File: src/hdl/gmn_pkg.sv
// ----------------------------------------------------------------------------
// Gradient magnitude normaliser package
// Shared constants, register indexes and the controller/datapath interface.
// ----------------------------------------------------------------------------
package gmn_pkg;

  localparam int unsigned MaxCols    = 256;
  localparam int unsigned MaxRows    = 256;
  localparam int unsigned DimW       = 9;
  localparam int unsigned LineAw     = 8;
  localparam int unsigned StoreAw    = 16;
  localparam int unsigned StoreDepth = (MaxCols - 2) * (MaxRows - 2);
  localparam int unsigned CfgIdxW    = 2;

  // Configuration register indexes.
  localparam logic [CfgIdxW-1:0] CfgFrameWidth  = 2'd0;
  localparam logic [CfgIdxW-1:0] CfgFrameHeight = 2'd1;

  // Square root produces one result bit per step, the divider one quotient bit.
  localparam logic [3:0] RootLastStep = 4'd8;
  localparam logic [3:0] DivLastStep  = 4'd7;

  typedef struct packed {
    logic acc_load;
    logic line_rd;
    logic line_cap;
    logic diff;
    logic square;
    logic root_step;
    logic store;
    logic finish;
    logic div_init;
    logic div_step;
    logic emit;
  } cmd_t;

  typedef struct packed {
    logic ready;
    logic interior;
  } status_t;

  // Clamp a geometry register to the supported range of three up to the maximum.
  function automatic logic [DimW-1:0] clamp_dim(input logic [DimW-1:0] v,
                                                input logic [DimW-1:0] maxv);
    logic [DimW-1:0] r;
    if (v < DimW'(3)) r = DimW'(3);
    else if (v > maxv) r = maxv;
    else r = v;
    return r;
  endfunction

endpackage

File: src/hdl/gmn_ctrl.sv
// ----------------------------------------------------------------------------
// Gradient magnitude normaliser controller
// Sequences the load and fetch work of one item through the datapath.
// ----------------------------------------------------------------------------
module gmn_ctrl import gmn_pkg::*; (
  input  logic    clk_i,
  input  logic    rst_ni,
  input  logic    start_i,
  input  logic    action_i,
  input  status_t status_i,
  output cmd_t    cmd_o,
  output logic    busy_o
);

  localparam logic [3:0] StIdle    = 4'd0;
  localparam logic [3:0] StLdRd    = 4'd1;
  localparam logic [3:0] StLdCap   = 4'd2;
  localparam logic [3:0] StLdDiff  = 4'd3;
  localparam logic [3:0] StLdSq    = 4'd4;
  localparam logic [3:0] StLdRoot  = 4'd5;
  localparam logic [3:0] StLdStore = 4'd6;
  localparam logic [3:0] StLdFin   = 4'd7;
  localparam logic [3:0] StFtRd    = 4'd8;
  localparam logic [3:0] StFtInit  = 4'd9;
  localparam logic [3:0] StFtDiv   = 4'd10;
  localparam logic [3:0] StFtOut   = 4'd11;

  logic [3:0] state_q, state_d;
  logic [3:0] step_q, step_d;

  always_comb begin
    state_d = state_q;
    step_d  = step_q;
    cmd_o   = '0;
    unique case (state_q)
      StIdle: begin
        if (start_i) begin
          if (!action_i) begin
            cmd_o.acc_load = 1'b1;
            state_d = StLdRd;
          end else if (status_i.ready) begin
            state_d = StFtRd;
          end
        end
      end
      StLdRd: begin
        cmd_o.line_rd = 1'b1;
        state_d = StLdCap;
      end
      StLdCap: begin
        cmd_o.line_cap = 1'b1;
        state_d = StLdDiff;
      end
      StLdDiff: begin
        cmd_o.diff = 1'b1;
        state_d = status_i.interior ? StLdSq : StLdFin;
      end
      StLdSq: begin
        cmd_o.square = 1'b1;
        step_d = '0;
        state_d = StLdRoot;
      end
      StLdRoot: begin
        cmd_o.root_step = 1'b1;
        step_d = step_q + 4'd1;
        if (step_q == RootLastStep) state_d = StLdStore;
      end
      StLdStore: begin
        cmd_o.store = 1'b1;
        state_d = StLdFin;
      end
      StLdFin: begin
        cmd_o.finish = 1'b1;
        state_d = StIdle;
      end
      StFtRd: begin
        state_d = StFtInit;
      end
      StFtInit: begin
        cmd_o.div_init = 1'b1;
        step_d = '0;
        state_d = StFtDiv;
      end
      StFtDiv: begin
        cmd_o.div_step = 1'b1;
        step_d = step_q + 4'd1;
        if (step_q == DivLastStep) state_d = StFtOut;
      end
      StFtOut: begin
        cmd_o.emit = 1'b1;
        state_d = StIdle;
      end
      default: begin
        state_d = StIdle;
      end
    endcase
  end

  always_ff @(posedge clk_i or negedge rst_ni) begin
    if (!rst_ni) begin
      state_q <= StIdle;
      step_q  <= '0;
    end else begin
      state_q <= state_d;
      step_q  <= step_d;
    end
  end

  assign busy_o = (state_q != StIdle);

endmodule

File: config.mk
export PLATFORM = sky130hd
export DESIGN_NAME = gmn_ctrl
export DESIGN_NICKNAME = d
export VERILOG_FILES = /design/src/hdl/gmn_pkg.sv /design/src/hdl/gmn_ctrl.sv
export SDC_FILE = /design/constraint.sdc
export NUM_CORES = 1
export LEC_CHECK = 0
export BUFFER_PORTS_ARGS = -buffer_cell sky130_fd_sc_hd__buf_2
export CAP_MARGIN = 20
export CELL_PAD_IN_SITES_DETAIL_PLACEMENT = 1
export CELL_PAD_IN_SITES_GLOBAL_PLACEMENT = 1
export CORE_MARGIN = 4
export CORE_UTILIZATION = 36
export DETAILED_ROUTE_END_ITERATION = 6
export PLACE_DENSITY_LB_ADDON = 0.1
export SYNTH_ARGS = -nofsm -noshare
export SYNTH_HDL_FRONTEND = slang
export SYNTH_SLANG_ARGS = --single-unit
File: constraint.sdc
create_clock -name clk_i -period 1.9 [get_ports clk_i]
set_clock_uncertainty 0.2 [all_clocks]
set_input_delay 0.38 -clock clk_i [delete_from_list [all_inputs] [get_ports clk_i]]
set_output_delay 0.38 -clock clk_i [all_outputs]
set_load 0.01 [all_outputs]
# Word level (Yosys, flattened, before mapping)
# Cells that the tools add are included.
# totals
input_bits	6
wordCells	47
output_inout_bits	12
register_bits	8
# op_classes
muxes	21
n_addsub	1
n_eq_ne	17
reduce_logical	6
# op_table
op	n
one-hot mux 4 bit (10 select lines)	1
equality test 4 x 3 -> 1 bit (second input constant)	5
equality test 4 bit (second input constant)	5
two-way mux 4 bit	5
two-way mux 1 bit	13
equality test 4 x 2 -> 1 bit (second input constant)	2
one-hot mux 4 bit (2 select lines)	1
inequality test 2 bit (second input constant)	3
adder 4 x 1 -> 4 bit (second input constant)	1
equality test 4 x 1 -> 1 bit (second input constant)	1
zero test 4 bit	1
AND reduction 4 bit	1
nonzero test 4 bit	1
OR reduction 2 bit	2
inequality test 3 bit (second input constant)	1
two-way mux 2 bit	1
nonzero test 2 bit	1

# Depth between registers and ports, before layout
# depth
ltp_word	4
mapped_depth	6
ltp_nobuf	6

# Worst setup path after synthesis
# OpenSTA, ideal clock, no wires.
# synth_timing
path_kind	register to output
from	register state_q[3]
to	output port cmd_o[10] (netlist name)
stages_incl_launch_ff	4
arrival_time_ns	1.403
required_ns	1.320
n_path_buf	1
setup_slack_ns	-0.083
path_cell_list	dfrtp_1 -> buf_6 -> or4_4 -> nor3b_1
# synth_rtl
item	line_no	text
start: declaration	gmn_ctrl.sv:28	logic [3:0] state_q, state_d;
start signal: assignment	gmn_ctrl.sv:101	state_q <= StIdle;
start signal: assignment	gmn_ctrl.sv:104	state_q <= state_d;
end: declaration	gmn_ctrl.sv:11	output cmd_t cmd_o,

==> reports/qor.yml <==
synth_edf_count: 0
insertedDiodeCount: 0
fill_cells: 249
clock_sinks: 8
dieWidth_um: 53.17
area_delta_synth_final_pct: 51.45
placed_cell_area_um2: 879.6
fin_ws_ps: -210.0
place_inst: 144
r2r_end: "state_q[0]"
dr.pass1.iters: 4
hold_viol_final: 0
required_ps: 1320
p_leak_nw: 0.5033
violations: "negative setup slack"
reg2reg_slack_ps: 30
path_clk_slew_ps: 70
core.rowCount: 16
ctsLongestPathBuffers: 2
dp_hpwl_mm: 1.704
synth_top_cell_area_share_pct: 27.26
drc: 0
pin_count: 18
io_buffers: 17
synth_top_cell_by_area: "dfrtp_1"
worst_pin_slew_ps: 486.4
initial_utilization_pct: 37.82
place_ws_ps: 37.54
fin_cells: 160
ant_nets: 0
vias: 902
status: "complete, but fails checks"
grt_pass1_vias: 855
worstSetupStartpointType: "register"
synth_seq_cells: 8
worstReg2RegStart: "state_q[3]"
drive_gt1_share_pct: 45.11
setup.worst_path.class: "reg2out"
critPathLaunch: "state_q[2]"
hp-start: "status_i[1]"
multi_input_area_um2: 525.5
globalRoute.totalOverflow: 0
coreArea_um2: 1942
postSynthAreaPerCell_um2: 7.494
fmaxAchievable_mhz: 473.9
crit_arrival_ps: 1530
clk_latency_ps: 270
wirelength_mm: 2.746
wire_per_inst_um: 17.16
rsz0062_at_grt: "true"
max-cap-violations: 0
yosysWarningCount: 0
cts-root-buf: "clkbuf_4"
fin_crit_ps: 2110
synthesis.area_um2: 734.5
synth_top_flop_cell: "dfrtp_1"
setup_viol: 7
reg2reg_depth: 7
cts_tree: "yes"
grt_max_degree: 24
synth_cell_types: 35
vias_per_cell: 5.638
crit_fanout: 2
layout.area.seq_um2: 200.2
die_h_um: 53.17
gr-usage-all-layers_pct: 19.24
hp-class: "in2reg"
htreeDepth: 1
dieArea_um2: 2827
seq_area_frac_synth_pct: 27.26
routabilityCongestion: 0.7870
drt_iter0_markers: 22
antenna_found_initial: 0
irDropWorstVdd_mv: 0.6027
synth_area_leaders: "dfrtp_1, nor2_1, nand2_1, o21ai_0, a21oi_1"
holdPathStages: 3
relSlewSlack_pct: 67.51
cts_buffers: 3
fin_area_um2: 1112
finalCritPeriodShare_pct: 111.1
layout.nets: 143
end_kind: "primary output"
maxSlewViolCount: 0
power_density_nw_per_um2: 1590
syn_nets: 106
async_flop_share_pct: 100.0
whs_endpoint: "state_q[3]"
synthCells: 98
grt_pass1_wl_mm: 3.905
-- worst max-delay path: stages (launching register included) --
cell and delay, ps:
dfrtp_1 400, or4_4 530, nor3b_2 180, buf_2 160
-- cells in the final DEF, fill, tap and decap left out, types with 3 or more instances in the layout --
| master | n |
|---|---|
| o21ai_0 | 7 |
| nor2_1 | 7 |
| buf_4 | 17 |
| nor2b_1 | 4 |
| nor2_2 | 4 |
| buf_2 | 16 |
| inv_1 | 4 |
| dfrtp_1 | 8 |
| a21oi_1 | 5 |
| clkbuf_4 | 3 |
| nand2_1 | 8 |
| a31oi_1 | 4 |
-- cells in the mapped netlist (2+ instances only) --
| cell type | instances |
|---|---|
| o21ai_0 | 7 |
| a31oi_1 | 4 |
| nor2b_1 | 4 |
| ha_1 | 2 |
| nand3_1 | 2 |
| dfrtp_1 | 8 |
| nor3b_1 | 3 |
| nand2_1 | 11 |
| inv_1 | 6 |
| buf_4 | 3 |
| a22o_1 | 2 |
| a21oi_1 | 5 |
| nand3b_1 | 2 |
| nor2_1 | 12 |
| nand2b_1 | 3 |
| nor3_1 | 4 |
| clkbuf_1 | 2 |
-- final cells by class --
| class | count | area share, % |
|---|---|---|
| multi-input cells | 77 | 47.24 |
| well taps | 27 | 3.037 |
| inverters | 6 | 2.250 |
| repair buffers | 39 | 27.45 |
| clock buffers | 3 | 2.025 |
| flip-flops and latches | 8 | 18.00 |
-- flip-flops by register name, summed over array words and instances, names as in the netlist --
register / cells
step_q: 4
state_q: 4
-- metrics by stage --
step                hold WS [ps]  utilization, %  TNS [ps]  total power [mW]
floorplan                 -115.6               -         0            0.9715
global placement           37.87           45.30         0             1.238
detailed placement         41.59           45.30         0             1.276
CTS                        202.1           48.20    -461.3             1.478
global route               255.0           57.28     -1053             1.894
finish                     231.6           57.28    -528.0             1.768
-- what timing repair did --
item                       CTS  global route
setup endpoints to repair    7            12
hold buffers                 1             0
gates cloned                 0             1
pin swaps                    3             4
resized for setup            4            21
setup buffers                2             9
hold endpoints to repair     8             0
-- how the worst max path moves through the flow --
stage | endpoint | slack (ps) | depth (start not counted)
6_report | cmd_o[10] | -210 | 3
5_1_grt | cmd_o[10] | -260 | 3
4_1_cts | cmd_o[10] | -220 | 3
3_5_place_dp | cmd_o[10] | 40 | 3
3_3_place_gp | cmd_o[10] | 100 | 3
2_1_floorplan | cmd_o[10] | 9 | 3
-- routing by layer --
| metal | up-vias | share of wire, % | global-route usage (%) |
|---|---|---|---|
| met5 | - | 0 | 0 |
| met4 | 0 | 1.1 | 6.383 |
| met3 | 2 | 2.7 | 2.535 |
| met2 | 18 | 51 | 34.50 |
| met1 | 452 | 45 | 23.29 |
| li1 | 430 | - | - |
-- power by group --
group          internal (mW)  switching [mW]
clock                 0.0733          0.0744
sequential             0.241          0.0665
combinational          0.623           0.690
total                  0.938           0.831
-- cells by family after synthesis --
family | after synthesis | synth area share [%]
adder cells (fa/ha/maj) | 2 | 3.407
AND/OR/NAND/NOR | 44 | 30.49
AO/OA/AOI/OAI | 29 | 26.75
buffers and inverters | 13 | 9.369
flip-flops | 8 | 27.26
XOR/XNOR | 1 | 1.193
multiplexers | 1 | 1.533
No activity file was read; power rests on OpenSTA's default activity.
